<file path="src/rtl/ptfm_queue.sv">
// Two-entry queue between front and back end.
// Generic over the word width; no package use.
`default_nettype none
module ptfm_queue #(
    parameter int W = 8
) (
    input  wire logic         i_clk,
    input  wire logic         i_rst_n,
    input  wire logic         i_valid,
    output logic              o_ready,
    input  wire logic [W-1:0] i_data,
    output logic              o_valid,
    input  wire logic         i_ready,
    output logic [W-1:0]      o_data
);
    logic [W-1:0] r_mem [2];
    logic         r_wp, r_rp;
    logic [1:0]   r_fill;
    logic         wr, rd;

    assign o_ready = (r_fill != 2'd2);
    assign o_valid = (r_fill != 2'd0);
    assign o_data  = r_mem[r_rp];
    assign wr = i_valid && o_ready;
    assign rd = o_valid && i_ready;

    // advance pointers and fill level
    always_ff @(posedge i_clk) begin
        if (!i_rst_n) begin
            r_wp   <= 1'b0;
            r_rp   <= 1'b0;
            r_fill <= 2'd0;
        end else begin
            if (wr) r_wp <= ~r_wp;
            if (rd) r_rp <= ~r_rp;
            r_fill <= r_fill + {1'b0, wr} - {1'b0, rd};
        end
    end

    always_ff @(posedge i_clk) begin
        if (wr) r_mem[r_wp] <= i_data;
    end

endmodule
`default_nettype wire

</file>
<file path="config.mk">
export PLATFORM = sky130hd
export DESIGN_NAME = ptfm_queue
export DESIGN_NICKNAME = d
export VERILOG_FILES = /design/src/rtl/ptfm_queue.sv
export SDC_FILE = /design/constraint.sdc
export NUM_CORES = 1
export LEC_CHECK = 0
export ABC_AREA = 1
export BUFFER_PORTS_ARGS = -buffer_cell sky130_fd_sc_hd__buf_2
export CORE_MARGIN = 2
export CORE_UTILIZATION = 45
export CTS_CLUSTER_DIAMETER = 200
export DETAILED_ROUTE_END_ITERATION = 16
export GPL_TIMING_DRIVEN = 0
export HOLD_SLACK_MARGIN = 0.06
export PLACE_DENSITY = 0.72
export SYNTH_ARGS = -nofsm -noshare
export SYNTH_HDL_FRONTEND = slang
export SYNTH_SLANG_ARGS = --single-unit
</file>
<file path="constraint.sdc">
create_clock -name i_clk -period 1.5 [get_ports i_clk]
set_input_delay 0.3 -clock i_clk [delete_from_list [all_inputs] [get_ports i_clk]]
set_output_delay 0.3 -clock i_clk [all_outputs]
set_load 0.01 [all_outputs]
</file>
==> results.ini <==
[yosys]
avgSynthCellArea_um2=14.3
ys_seq_elements=21
yosysWarningCount=0
syn_inst=61
synth_nets=75
synth_seq_area_share_pct=66.6
synth_cell_types=14
syn_area_um2=872

[setup_path]
cpMaxStageDelayCell=dfxtp_2
end_kind=output port
rr_worst_depth=10
critical_path_arrival_ns=1.22
crit_required_ns=1.20
crit_chain=buf_8 > mux2_4 > buf_6
start_kind=flip-flop
critPathKind=flip-flop to output port
reg2reg_slack_ns=0.03
cpPeakStageDelay_ns=0.35
cp_max_fo=8

[flow_run]
drv_cap=0

[finish]
final_common_cell=edfxtp_1
finalNonFillerCells=112
drive_gt1_share_pct=56.3
fin_util_pct=62.5
diodes=0
area_delta_synth_final_pct=27.8
layout_common_cells=edfxtp_1, buf_2, mux2_4, buf_6, inv_1
fin_nets=102

[timing]
fin_crit_sh_pct=101
worst_slack_ns=-0.0215
grt_setup_unrepaired=true
setup_viol=8
skew_ns=0.00743
max_clock_freq_mhz=657
worst_hold_slack_ns=0.186
period_minus_slack_ns=1.52
relSlewSlack_pct=69.3
worst_slew_pin_slew_ns=0.460
hold_viol=0
slew_viol_final=0

[clocking]
clkTransAtPathRegs_ns=0.11
cts_tree=done
cts_sinks=21
clockBufferDepth=2
root_buffer=clkbuf_4
clk_latency_ns=0.29
htree_levels=1
cts_made_buffers=3
cts_hold_buffers=0

[worst_hold_path]
worstHoldPathType=input port to flip-flop
min_path_cells=1

[die]
rows=15
core_um2=1780
die_h_um=48.0
die_w_um=48.0
io_pins=22
start_util_pct=48.9
die_area_um2=2310

[routing]
drt_iter0_drc=7
wl_um=1350
drt-wirelength-per-cell_um=12.0
vias=536
vias_per_cell=4.79
firstDrtPassIters=4
ant_nets=0
drc=0

[power_and_ir_drop]
power_frac_comb_pct=40.6
power_density_nw_per_um2=1620
p_clk_share_pct=14.3
pwr-share-seq_pct=45.1
switchingPower_mw=0.567
leakage_nw=0.478
finalPower_mw=1.81
ir_worst_vdd_mv=0.890
swShare_pct=31.4
p_int_mw=1.24

[grt]
top_usage_layer=met2
overflow=0
grt_pass1_wl_um=2100
grt_use_met3_pct=4.15
grt_pass1_vias=509
grt_max_degree=13
gr-usage-met2_pct=23.7
grt.total_usage_pct=14.1
antenna_found_initial=0
use_met1_pct=17.2

[placement]
dp.cells=107
port_buffers=21
routabilityCongestion=0.786
dpl.hpwl_um=960

[run_status]
violations=negative setup slack
status=finished with violations

-- what timing repair did --
item,CTS,global route
pin swaps,1,0
resized for setup,14,4
buffers inserted,1,0
endpoints found under the setup margin,17,9
-- worst paths after layout --
kind / startpoint / to
hold reg to reg: r_rp$_SDFFE_PN0P_ / r_rp$_SDFFE_PN0P_
setup reg to reg: r_fill[1]$_SDFF_PN0_ / r_fill[1]$_SDFF_PN0_
hold / removal: i_data[2] / r_mem[0][2]$_DFFE_PP_
setup / recovery: flip-flop / o_data[1]
-- state kept, by name, indices dropped and copies added, names as in the netlist, named ones only --
name	flops
r_mem	16
r_rp	1
r_wp	1
r_fill	2
-- power by group through the flow --
stage               combinational (mW)  clock, mW  sequential (mW)
floorplan                        0.437          0            0.802
global placement                 0.579          0            0.809
detailed placement               0.595          0            0.815
CTS                              0.712      0.267            0.813
global route                     0.811      0.289            0.831
finish                           0.732      0.258            0.815
-- cell usage after synthesis --
| master | instances | share of area [%] |
|---|---|---|
| nand3_1 | 2 | 1.1 |
| mux2_4 | 8 | 14 |
| nand2_1 | 7 | 3.0 |
| buf_6 | 1 | 1.3 |
| edfxtp_1 | 16 | 55 |
| inv_1 | 7 | 3.0 |
| a21oi_1 | 2 | 1.1 |
| nor2_4 | 1 | 1.3 |
| nor2_1 | 6 | 2.6 |
| nand3_2 | 1 | 1.1 |
| nand2_2 | 2 | 1.4 |
| dfxtp_1 | 5 | 11 |
| nor2_2 | 1 | 0.72 |
| ha_1 | 2 | 2.9 |
-- stage by stage --
| stage | TNS [ns] | worst slack [ns] | instance area (µm²) |
|---|---|---|---|
| floorplan | 0 | 0.0506 | 872 |
| global placement | -0.232 | -0.0292 | 1010 |
| detailed placement | -0.530 | -0.0613 | 1010 |
| CTS | -0.226 | -0.0325 | 1110 |
| global route | -0.735 | -0.0944 | 1110 |
| finish | -0.115 | -0.0215 | 1110 |
-- metal layers --
metal / wire, µm / part of all wire, %
met5: 0 / 0
met4: 10 / 0.74
met3: 85 / 6.3
met2: 735 / 55
met1: 514 / 38
-- critical path, delay by kind of cell (launching register included) --
| family | cells | cell delay, ns |
|---|---|---|
| buffers and inverters | 2 | 0.26 |
| muxes | 1 | 0.31 |
| DFF | 1 | 0.35 |
-- layout make-up --
type                       instances  area, µm²
clock buffer                       3       22.5
clock inverter                     1       5.00
inverter                           7       26.3
fill                             148        668
tap                               25       31.3
timing repair buffer              22        163
multi-input combinational         32        268
sequential                        21        584
buffer                             1       15.0
-- kinds of logic (layout without fill, tap and decap cells) --
| kind of cell | count (synthesis) | count (layout) | synth area share [%] |
|---|---|---|---|
| AOI/OAI and AO/OA | 2 | 2 | 1.15 |
| adders and majority gates | 2 | 2 | 2.87 |
| buffers and inverters | 8 | 34 | 4.30 |
| DFF | 21 | 21 | 66.6 |
| muxes | 8 | 8 | 13.8 |
| and+or+nand+nor | 20 | 20 | 11.3 |
(Power assumes the default switching activity.)
