`src/rtl/ptfm_pkg.sv`:
```
// Shared types and codes of the page table frame manager.
// No dependencies; the rtl files that use it refer to it by scoped names.
`default_nettype none
package ptfm_pkg;

    // operation codes carried in the input tuser
    localparam logic [2:0] OP_ALLOC = 3'd0;
    localparam logic [2:0] OP_FREE  = 3'd1;
    localparam logic [2:0] OP_MAP   = 3'd2;
    localparam logic [2:0] OP_UNMAP = 3'd3;
    localparam logic [2:0] OP_PUSH  = 3'd4;
    localparam logic [2:0] OP_QUERY = 3'd5;

    // result status codes
    localparam logic [2:0] ST_OK       = 3'd0;
    localparam logic [2:0] ST_ALREADY  = 3'd1;
    localparam logic [2:0] ST_NOT_MAP  = 3'd2;
    localparam logic [2:0] ST_NO_FRAME = 3'd3;
    localparam logic [2:0] ST_FULL     = 3'd4;

    localparam int FRAME_W = 20;
    localparam int FLAGS_W = 12;

    // request fields that pass the queue next to the table indexes
    typedef struct packed {
        logic               wr;
        logic               user;
        logic [FRAME_W-1:0] frame;
        logic [2:0]         op;
    } t_req;

    // result word, status in the lowest bits
    typedef struct packed {
        logic               mapped;
        logic [FLAGS_W-1:0] flags;
        logic [FRAME_W-1:0] frame;
        logic [2:0]         status;
    } t_res;

endpackage
`default_nettype wire

```
`src/rtl/ptfm_front.sv`:
```
// Front end: accepts a request word and splits the virtual page into
// directory and table index by reciprocal multiplication. Uses ptfm_pkg.
`default_nettype none
module ptfm_front #(
    parameter int DIRECTORY_ENTRIES = 64,
    parameter int TABLE_ENTRIES     = 1024,
    parameter int DW = 6,
    parameter int TW = 10
) (
    input  wire logic                 i_clk,
    input  wire logic                 i_rst_n,
    input  wire logic                 i_valid,
    output logic                      o_ready,
    input  wire ptfm_pkg::t_req       i_req,
    input  wire logic [15:0]          i_vpage,
    output logic                      o_valid,
    input  wire logic                 i_ready,
    output logic [$bits(ptfm_pkg::t_req)+DW+TW-1:0] o_data
);
    // reciprocal constants, exact for every 16-bit dividend
    localparam int TL = $clog2(TABLE_ENTRIES);
    localparam int DL = $clog2(DIRECTORY_ENTRIES);
    localparam int TS = 16 + TL;
    localparam int DS = 16 + DL;
    localparam logic [16:0] TM =
        17'(((64'd1 << TS) + 64'(TABLE_ENTRIES) - 64'd1) / 64'(TABLE_ENTRIES));
    localparam logic [16:0] DM =
        17'(((64'd1 << DS) + 64'(DIRECTORY_ENTRIES) - 64'd1) / 64'(DIRECTORY_ENTRIES));
    localparam logic [15:0] TAB_C = 16'(TABLE_ENTRIES);
    localparam logic [15:0] DIR_C = 16'(DIRECTORY_ENTRIES);

    typedef enum logic [3:0] {
        F_IDLE = 4'b0001,
        F_DIVT = 4'b0010,
        F_DIVD = 4'b0100,
        F_PUSH = 4'b1000
    } t_fstate;

    t_fstate        r_state, n_state;
    logic [15:0]    r_vpage, r_quo, r_qq;
    logic [TW-1:0]  r_tidx;
    ptfm_pkg::t_req r_req;
    logic [32:0]    prod_t, prod_d;
    logic [15:0]    tsub, dsub;

    // quotients by multiply and shift, remainders by multiply and subtract
    assign prod_t = {17'd0, r_vpage} * {16'd0, TM};
    assign prod_d = {17'd0, r_quo} * {16'd0, DM};
    assign tsub   = r_vpage - r_quo * TAB_C;
    assign dsub   = r_quo - r_qq * DIR_C;

    // sequence idle, divide by table size, divide by directory size, hand over
    always_comb begin
        n_state = r_state;
        case (r_state)
            F_IDLE: if (i_valid) n_state = F_DIVT;
            F_DIVT: n_state = F_DIVD;
            F_DIVD: n_state = F_PUSH;
            F_PUSH: if (i_ready) n_state = F_IDLE;
            default: n_state = F_IDLE;
        endcase
    end

    always_ff @(posedge i_clk) begin
        if (!i_rst_n) begin
            r_state <= F_IDLE;
        end else begin
            r_state <= n_state;
        end
    end

    // hold payload and index pipeline
    always_ff @(posedge i_clk) begin
        case (r_state)
            F_IDLE: begin
                r_req   <= i_req;
                r_vpage <= i_vpage;
            end
            F_DIVT: begin
                r_quo <= 16'(prod_t >> TS);
            end
            F_DIVD: begin
                r_tidx <= tsub[TW-1:0];
                r_qq   <= 16'(prod_d >> DS);
            end
            default: ;
        endcase
    end

    assign o_ready = (r_state == F_IDLE);
    assign o_valid = (r_state == F_PUSH);
    assign o_data  = {dsub[DW-1:0], r_tidx, r_req};

endmodule
`default_nettype wire

```
`config.mk`:
```
export PLATFORM = sky130hd
export DESIGN_NAME = ptfm_front
export DESIGN_NICKNAME = d
export VERILOG_FILES = /design/src/rtl/ptfm_pkg.sv /design/src/rtl/ptfm_front.sv
export SDC_FILE = /design/constraint.sdc
export NUM_CORES = 1
export LEC_CHECK = 0
export BUFFER_PORTS_ARGS = -buffer_cell sky130_fd_sc_hd__buf_2
export CAP_MARGIN = 20
export CORE_MARGIN = 8
export CORE_UTILIZATION = 30
export CTS_CLUSTER_DIAMETER = 40
export DETAILED_ROUTE_END_ITERATION = 8
export GPL_TIMING_DRIVEN = 0
export PLACE_DENSITY = 0.57
export SETUP_SLACK_MARGIN = 0.4
export SYNTH_ARGS = -nofsm -noshare
export SYNTH_HDL_FRONTEND = slang
export SYNTH_SLANG_ARGS = --single-unit
```
`constraint.sdc`:
```
create_clock -name i_clk -period 11.22 [get_ports i_clk]
set_input_delay 1.122 -clock i_clk [delete_from_list [all_inputs] [get_ports i_clk]]
set_output_delay 1.122 -clock i_clk [all_outputs]
set_load 0.03 [all_outputs]
```
==> impl_metrics.json, run 1 <==
{
  "dp.cells": 246,
  "ys_top_cells_by_area": "edfxtp_1 90%, dfxtp_1 4.2%, nor4b_1 0.92%",
  "syn_nets": 122,
  "post_drt_wl_per_cell_microns": 14.8,
  "min_from": "r_vpage[14]$_DFFE_PP_",
  "hold_path.class": "flop to flop",
  "layout_commonest_cell": "buf_2",
  "cp.required_ns": 10.10,
  "cts_tree": "built",
  "antennaDiodeCount": 0,
  "post-route-min-period_ns": 3.25,
  "synthesis.instances": 77,
  "yosysUniqueCellTypes": 13,
  "run_status": "finished clean",
  "drv_cap": 0,
  "die_w_microns": 95.5,
  "power_switching_mw": 0.114,
  "critPathArrivalTime_ns": 2.13,
  "grt_max_degree": 11,
  "finalHoldViolCount": 0,
  "htreeDepth": 3,
  "cts_root_buffer": "clkbuf_8",
  "yosysSeqAreaShare": 0.946,
  "r2r_start": "r_state[1]$_SDFFE_PN0P_",
  "routed_wl_microns": 3870,
  "criticalPathCategory": "flop to output pin",
  "cts_inserted_buffers": 9,
  "worst_pin_slew_ns": 0.870,
  "p_sw_frac": 0.229,
  "cp-startpoint": "r_state[1]$_SDFFE_PN0P_",
  "dieArea_sq_um": 9110,
  "antenna_found_initial": 1,
  "initialDrtViolationCount": 39,
  "synth_top_area_frac": 0.904,
  "clock-sinks": 61,
  "drive_gt1_frac": 0.587,
  "dpl.hpwl_microns": 3120,
  "setup-tns-final_ns": 0,
  "worst_slack_ns": 7.97,
  "power.internal_mw": 0.384,
  "synth_area_sq_um": 1890,
  "clockBufferDepth": 2,
  "rows": 29,
  "fmax_mhz": 308,
  "clkTransAtPathRegs_ns": 0.06,
  "combPwrFrac": 0.100,
  "start_util": 0.304,
  "final_max_slew_viol_count": 0,
  "syn_area_per_cell_sq_um": 24.6,
  "place_ws_ns": 8.28,
  "ys_warn_count": 0,
  "worstSetupEndpointType": "output pin",
  "finalNetCount": 225,
  "ir_drop_uv": 112,
  "rsz0062_at_grt": "no",
  "insertion_delay_ns": 0.32,
  "stdcell_area_sq_um": 2650,
  "viasPerCell": 4.09,
  "fillCellCount": 589,
  "dpl_cell_area_sq_um": 2470,
  "finalSetupViolations": 0,
  "stdcell_count": 261,
  "hold_buffers": 0,
  "worst_setup_path_start_kind": "flop",
  "seq_area_sq_um": 1790,
  "post-synth-top-area-cell": "edfxtp_1",
  "relSlewSlack": 0.416,
  "drcViolationCount": 0,
  "drt-pass1-iter-count": 2,
  "core_area_sq_um": 6240,
  "crit_fanout": 8,
  "skew_ns": 0.00670,
  "power_density_nw_per_um2": 188,
  "final_cell_mix": "87 x buf_2, 57 x edfxtp_1, 9 x clkbuf_8",
  "routabilityCongestion": 0.726,
  "grt_pass1_wl_microns": 5760,
  "period_share": 0.290,
  "ioPinCount": 88,
  "pwr-share-seq": 0.550,
  "area_growth_pct": 39.8,
  "p_leak_nw": 1.10,
  "cts_setup_buffers": 0,
  "yosys_register_bits": 61,
  "die_y_microns": 95.5,
  "clockPowerShare": 0.350,
  "grt_use_total": 0.0898,
  "multi_input_area_sq_um": 109,
  "routed-via-count": 1067,
  "postRouteAntennaNets": 0,
  "cts_resized": 0,
  "grt_pass1_vias": 1234,
  "grt_overflow": 0,
  "io_buffers": 87
}
[critical path, stage by stage, from the launching register on]
cell     delay (ns)
dfxtp_1        0.35
nor4b_2        0.63
buf_4          0.28
buf_4          0.17
buf_4          0.17
buf_2          0.21
[state kept, by name, indices dropped and copies added, names as in the netlist]
register / count
r_tidx: 10
r_quo: 6
o_data: 25
r_state: 4
r_vpage: 16
[power by group through the flow]
stage	Clock [mW]	Combinational, mW	Sequential, mW
CTS	0.181	0.0507	0.274
global placement	0	0.0472	0.281
global route	0.190	0.0530	0.275
detailed placement	0	0.0506	0.279
finish	0.174	0.0497	0.274
floorplan	0	0.00765	0.300
[through the flow]
stage	hold WS, ns	power [mW]	utilization
after global placement	0.401	0.328	0.389
after detailed placement	0.405	0.329	0.396
final	0.418	0.498	0.424
after floorplan	0.400	0.308	-
after global routing	0.423	0.518	0.424
after CTS	0.420	0.506	0.424
[synth_stat cells]
| library cell | number |
|---|---|
| a31oi_2 | 1 |
| and2_2 | 1 |
| dfxtp_1 | 4 |
| edfxtp_1 | 57 |
| nand2_1 | 2 |
| nand2b_1 | 1 |
| nand3b_1 | 1 |
| nor2_1 | 4 |
| nor2b_1 | 1 |
| nor3_1 | 1 |
| nor3b_1 | 1 |
| nor4b_1 | 2 |
| o211a_1 | 1 |
[worst paths after layout]
kind	to	slack, ns	cells after the start
max	o_ready	7.97	5
min reg2reg	r_quo[4]$_DFFE_PN_	0.42	0
max reg2reg	o_data[16]$_DFFE_PP_	9.14	5
min	r_quo[4]$_DFFE_PN_	0.42	0
[layout make-up]
cell class / instances / share of cell area
Clock inverter: 6 / 0.0208
Tap cell: 77 / 0.0364
Clock buffer: 9 / 0.0468
Multi-Input combinational cell: 16 / 0.0411
Timing Repair Buffer: 92 / 0.179
Sequential cell: 61 / 0.676
[routing by layer]
| metal | up-vias | global-route usage | wire length [microns] |
|---|---|---|---|
| met3 | 10 | 0.0850 | 703 |
| met4 | 2 | 0.0576 | 89 |
| li1 | 512 | - | - |
| met1 | 472 | 0.0789 | 1360 |
| met2 | 71 | 0.130 | 1710 |
| met5 | - | 0 | 16 |
[cell families after synthesis]
kind of cell    share of synthesized area
simple gates                       0.0423
flops                               0.946
compound gates                     0.0119
(Power assumes the default switching activity.)
==> run 2, diff against run 1 <==
--- a/config.mk
+++ b/config.mk
@@ -12,7 +12,7 @@
 export CTS_CLUSTER_DIAMETER = 40
 export DETAILED_ROUTE_END_ITERATION = 8
 export GPL_TIMING_DRIVEN = 0
-export PLACE_DENSITY = 0.57
+export PLACE_DENSITY = 0.59
 export SETUP_SLACK_MARGIN = 0.4
 export SYNTH_ARGS = -nofsm -noshare
 export SYNTH_HDL_FRONTEND = slang
==> constraint.sdc (replaced) <==
create_clock -name i_clk -period 2.85 [get_ports i_clk]
set_input_delay 0.285 -clock i_clk [delete_from_list [all_inputs] [get_ports i_clk]]
set_output_delay 0.285 -clock i_clk [all_outputs]
set_load 0.03 [all_outputs]
==> run 2 against run 1 <==
Effect of this change: combinational power rose to 4.0 times the previous value; setup slack worse by 7.0 ns; critical path depth down 1; largest power group unchanged; cell area up 0.99%; clock-buffer cell count up 2; sequential power rose to 3.9 times the previous value; worst hold slack worse by 0.28 ns; die area unchanged.
==> impl_metrics.json, run 2 (synthesis gave the netlist of run 1 again) <==
{
  "timing.rr.end": "r_quo[4]$_DFFE_PN_",
  "clockBufferDepth": 2,
  "insertion_delay_ns": 0.32,
  "finalNetCount": 224,
  "cp.required_ns": 2.57,
  "dieArea_sq_um": 9110,
  "layout_commonest_cell": "buf_2",
  "crit_chain": "nor4b_4 > buf_8 > buf_6 > buf_2",
  "viasPerCell": 4.02,
  "cp_num_buf_inv": 3,
  "ir_drop_uv": 361,
  "antenna_found_initial": 0,
  "cts_root_buffer": "clkbuf_8",
  "clkTransAtPathRegs_ns": 0.06,
  "final_cell_mix": "87 x buf_2, 57 x edfxtp_1, 9 x clkbuf_8",
  "worstSetupEndpointType": "output pin",
  "run_status": "finished clean",
  "rows": 29,
  "postRouteAntennaNets": 0,
  "grt_use_total": 0.0869,
  "multi_input_area_sq_um": 118,
  "initialDrtViolationCount": 20,
  "grt_overflow": 0,
  "drv_cap": 0,
  "grt_pass1_vias": 1177,
  "r2r_cells": 2,
  "hold_path.class": "primary input to flop",
  "post_drt_wl_per_cell_microns": 14.2,
  "cts_inserted_buffers": 9,
  "worst_slack_ns": 0.967,
  "criticalPathCategory": "flop to output pin",
  "drt-pass1-iter-count": 3,
  "htreeDepth": 3,
  "drcViolationCount": 0,
  "place_ws_ns": 0.899,
  "p_leak_nw": 1.12,
  "routed_wl_microns": 3700,
  "largest_reg_flops": 25,
  "power_density_nw_per_um2": 739,
  "hold_ws_ns": 0.135,
  "grt_pass1_wl_microns": 5660,
  "antennaDiodeCount": 0,
  "worst_pin_slew_ns": 0.837,
  "crit_fanout": 11,
  "skew_ns": 0.00711,
  "finalHoldViolCount": 0,
  "critPathCapture": "o_ready",
  "start_util": 0.304,
  "final_max_slew_viol_count": 0,
  "cp-startpoint": "r_state[2]$_SDFFE_PN0P_",
  "fmax_mhz": 531,
  "routabilityCongestion": 0.689,
  "finalSetupViolations": 0,
  "post-route-min-period_ns": 1.88,
  "relSlewSlack": 0.438,
  "drive_gt1_frac": 0.592,
  "cp_slowest_cell": "nor4b_4",
  "routed-via-count": 1049,
  "die_w_microns": 95.5,
  "r2r_start": "r_state[1]$_SDFFE_PN0P_",
  "clock-sinks": 61,
  "hold_buffers": 0,
  "ioPinCount": 88,
  "reg2reg_slack_ns": 1.26,
  "critPathArrivalTime_ns": 1.60,
  "grt_max_degree": 15,
  "worst_setup_path_start_kind": "flop",
  "period_share": 0.661,
  "cp.depth": 4,
  "cts_tree": "built",
  "die_y_microns": 95.5,
  "seq_area_sq_um": 1790,
  "cts_setup_buffers": 0,
  "rsz0062_at_grt": "no",
  "cts_resized": 0,
  "area_growth_pct": 41.2,
  "slowest_delay_ns": 0.36,
  "crit_family": "buffers and inverters",
  "io_buffers": 87,
  "fillCellCount": 602,
  "core_area_sq_um": 6240
}
## run 2: cell count changes in the layout (fill, tap and decap cells not counted), sizes merged
cell,before,now
buf,92,91
clkinv,4,3
clkbuf,9,11
## run 2: worst min path at each step
stage                         startpoint                    to  slack (ns)  cells after the start
floorplan                       i_req[0]   o_data[0]$_DFFE_PP_        0.38                      0
global placement    r_vpage[1]$_DFFE_PP_   r_tidx[1]$_DFFE_PP_        0.40                      0
detailed placement  r_vpage[5]$_DFFE_PP_   r_tidx[5]$_DFFE_PP_        0.41                      0
CTS                             i_req[8]   o_data[8]$_DFFE_PP_        0.11                      1
global route                   i_req[17]  o_data[17]$_DFFE_PP_        0.10                      1
finish                         i_req[10]  o_data[10]$_DFFE_PP_        0.13                      1
## run 2: routing by layer
layer,vias to the layer above,wire length [microns],GRT usage
li1,510,-,-
met1,462,1320,0.0810
met4,0,66,0.0499
met5,-,0,0
met3,6,726,0.0874
met2,71,1590,0.119
## run 2: worst reg2reg max path, stage by stage (launching register included)
cell,delay (ns)
dfxtp_1,0.43
nand2b_1,0.13
nor3_1,0.66
## run 2: metrics by stage
step | util | std cells | instance area, sq um | power, mW | TNS [ns]
6_report | 0.429 | 261 | 2680 | 1.98 | 0
5_1_grt | 0.429 | 261 | 2680 | 2.06 | 0
4_1_cts | 0.427 | 260 | 2670 | 2.01 | 0
3_5_place_dp | 0.398 | 244 | 2480 | 1.30 | 0
3_3_place_gp | 0.392 | 241 | 2440 | 1.28 | -0.197
2_1_floorplan | - | 77 | 1910 | 1.21 | 0
## run 2: where the power goes
part / switching (mW) / leakage (nW) / internal (mW)
registers: 0.0168 / 0.590 / 1.06
clock network: 0.301 / 0.0907 / 0.398
logic: 0.135 / 0.436 / 0.0661
total: 0.453 / 1.12 / 1.52
## run 2: layout make-up
| type | count | share of cell area |
|---|---|---|
| tap | 77 | 0.0360 |
| clock buffer | 11 | 0.0491 |
| timing repair buffer | 91 | 0.181 |
| clock inverter | 5 | 0.0192 |
| multi-input combinational | 16 | 0.0440 |
| sequential | 61 | 0.671 |
==> run 3, diff against run 2 <==
--- a/config.mk
+++ b/config.mk
@@ -5,6 +5,7 @@
 export SDC_FILE = /design/constraint.sdc
 export NUM_CORES = 1
 export LEC_CHECK = 0
+export ABC_AREA = 1
 export BUFFER_PORTS_ARGS = -buffer_cell sky130_fd_sc_hd__buf_2
 export CAP_MARGIN = 20
 export CORE_MARGIN = 8
@@ -12,7 +13,7 @@
 export CTS_CLUSTER_DIAMETER = 40
 export DETAILED_ROUTE_END_ITERATION = 8
 export GPL_TIMING_DRIVEN = 0
-export PLACE_DENSITY = 0.59
+export PLACE_DENSITY = 0.58
 export SETUP_SLACK_MARGIN = 0.4
 export SYNTH_ARGS = -nofsm -noshare
 export SYNTH_HDL_FRONTEND = slang
==> constraint.sdc (replaced) <==
create_clock -name i_clk -period 1.6 [get_ports i_clk]
set_input_delay 0.16 -clock i_clk [delete_from_list [all_inputs] [get_ports i_clk]]
set_output_delay 0.16 -clock i_clk [all_outputs]
set_load 0.03 [all_outputs]
==> run 3 against run 2 <==
Effect of this change: die area increased by 1.6%; largest cell class unchanged; critical endpoint unchanged; sequential power up 83%; global-route usage up 2.2 points.
==> impl_metrics.json, run 3 <==
{
  "async_flop_share": 0,
  "yosysMostFrequentCell": "edfxtp_1",
  "clockBufferDepth": 2,
  "clockPowerShare": 0.329,
  "drcViolationCount": 0,
  "antenna_found_initial": 0,
  "synthTopCellsByCount": "57 x edfxtp_1, 9 x inv_1, 4 x dfxtp_1, 4 x nand2_1, 4 x nor2_1",
  "area_growth_pct": 60.8,
  "routed_wl_microns": 4790,
  "synth_top_area_frac": 0.886,
  "p_sw_frac": 0.255,
  "final_cell_mix": "85 x buf_2, 57 x edfxtp_1, 36 x dlygate4sd3_1",
  "stdcell_count": 310,
  "drv_cap": 0,
  "cts_root_buffer": "clkbuf_8",
  "worstSetupEndpointType": "output pin",
  "synth_area_sq_um": 1930,
  "postRouteAntennaNets": 0,
  "antennaDiodeCount": 0,
  "io_buffers": 87,
  "finalNetCount": 274,
  "fillCellCount": 566,
  "cp-startpoint": "r_state[2]$_SDFFE_PN0P_",
  "routed-via-count": 1284,
  "rows": 29,
  "combPwrFrac": 0.152,
  "clkTransAtPathRegs_ns": 0.06,
  "run_status": "finished clean",
  "syn_area_per_cell_sq_um": 21.5,
  "drive_gt1_frac": 0.506,
  "cts_tree": "built",
  "hold_path.class": "primary input to flop",
  "routabilityCongestion": 0.716,
  "layout_commonest_cell": "buf_2",
  "pwr-share-seq": 0.519,
  "period_share": 0.811,
  "insertion_delay_ns": 0.32,
  "worst_pin_slew_ns": 0.200,
  "skew_ns": 0.00866,
  "finalHoldViolCount": 0,
  "post-synth-top-area-cell": "edfxtp_1",
  "clock-sinks": 61,
  "cp.required_ns": 1.44,
  "yosysUniqueCellTypes": 13,
  "ys_dominant_reg_cell": "edfxtp_1",
  "dp.cells": 254,
  "core_area_sq_um": 6280,
  "synth_edf_count": 57,
  "crit_fanout": 4,
  "ys_top_cells_by_area": "edfxtp_1 89%, dfxtp_1 4.1%, inv_1 1.7%",
  "rsz0062_at_grt": "yes",
  "fmax_mhz": 771,
  "ir_drop_uv": 698,
  "viasPerCell": 4.14,
  "final_max_slew_viol_count": 0,
  "critPathArrivalTime_ns": 1.14,
  "grt_max_degree": 12,
  "dpl.hpwl_microns": 2970,
  "yosys_register_bits": 61,
  "min_from": "i_req[20]",
  "grt_pass1_vias": 1481,
  "die_w_microns": 96.2,
  "post_drt_wl_per_cell_microns": 15.5,
  "final_util": 0.495,
  "setup-tns-final_ns": 0,
  "worst_setup_path_start_kind": "flop",
  "drt-pass1-iter-count": 4,
  "dieArea_sq_um": 9260,
  "post-route-min-period_ns": 1.30,
  "yosysSeqAreaShare": 0.927,
  "synthesis.instances": 90,
  "relSlewSlack": 0.866,
  "finalSetupViolations": 0,
  "start_util": 0.308,
  "htreeDepth": 3,
  "power_density_nw_per_um2": 1230,
  "p_leak_nw": 1.31,
  "grt_pass1_wl_microns": 7270,
  "grt_use_total": 0.109,
  "ys_warn_count": 0,
  "grt_overflow": 0,
  "initialDrtViolationCount": 33,
  "r2r_start": "r_state[2]$_SDFFE_PN0P_",
  "largest_reg_flops": 25,
  "total_power_mw": 3.81,
  "ioPinCount": 88,
  "cts_inserted_buffers": 9,
  "power_switching_mw": 0.971,
  "die_y_microns": 96.2,
  "criticalPathCategory": "flop to output pin",
  "reg2reg_slack_ns": 0.34,
  "syn_nets": 135,
  "power.internal_mw": 2.84
}
## run 3: final cells by class
cell class / count / area [sq um] / area share
inverter: 10 / 52.6 / 0.0169
tap: 77 / 96.3 / 0.0310
multi-input combinational: 19 / 118 / 0.0379
clock buffer: 10 / 128 / 0.0411
timing repair inverter: 3 / 41.3 / 0.0133
sequential: 61 / 1800 / 0.579
timing repair buffer: 125 / 820 / 0.264
clock inverter: 5 / 52.6 / 0.0169
## run 3: layer usage
metal / wire [microns] / global-route usage
met4: 65 / 0.0666
met1: 1720 / 0.104
met2: 2400 / 0.182
met5: 0 / 0
met3: 615 / 0.0577
## run 3: worst max-delay path, cell delays in order, from the launching register on
cell and delay, ns:
dfxtp_1 0.35, nor2_2 0.19, nand2_4 0.10, clkinv_8 0.06
buf_6 0.12
## run 3: path summary, 6_finish.rpt
kind                            cells after the start                   end
worst min-delay path                                1  o_data[20]$_DFFE_PP_
worst min register to register                      0   r_tidx[9]$_DFFE_PP_
worst max register to register                      4  r_vpage[8]$_DFFE_PP_
worst max-delay path                                4               o_ready
## run 3: per-stage QoR
step	hold slack [ns]	cell area (sq um)	setup WS [ns]
after detailed placement	0.338	2470	0.208
after global placement	0.336	2470	0.227
after global routing	0.00329	3110	0.230
final	0.0170	3110	0.302
after CTS	0.00113	3100	0.293
after floorplan	0.259	1940	0.403
## run 3: power by group through the flow
stage | clock [mW] | sequential [mW] | combinational, mW
after floorplan | 0 | 2.18 | 0.0929
after global placement | 0 | 2.00 | 0.431
after detailed placement | 0 | 2.01 | 0.435
after CTS | 1.31 | 1.98 | 0.584
after global routing | 1.36 | 1.99 | 0.620
final | 1.25 | 1.98 | 0.579
## run 3: what timing repair did
action,4_1_cts,5_1_grt
resized for setup,13,2
pin swaps,1,0
endpoints found under the hold margin,36,0
buffers inserted,2,0
hold buffers,36,0
cloned,3,0
setup endpoints to repair,54,60
## run 3: logic make-up after synthesis
logic type	count (synthesis)	synth area share
flops	61	0.927
simple gates	17	0.0473
buf+inv	10	0.0201
compound gates	2	0.00518
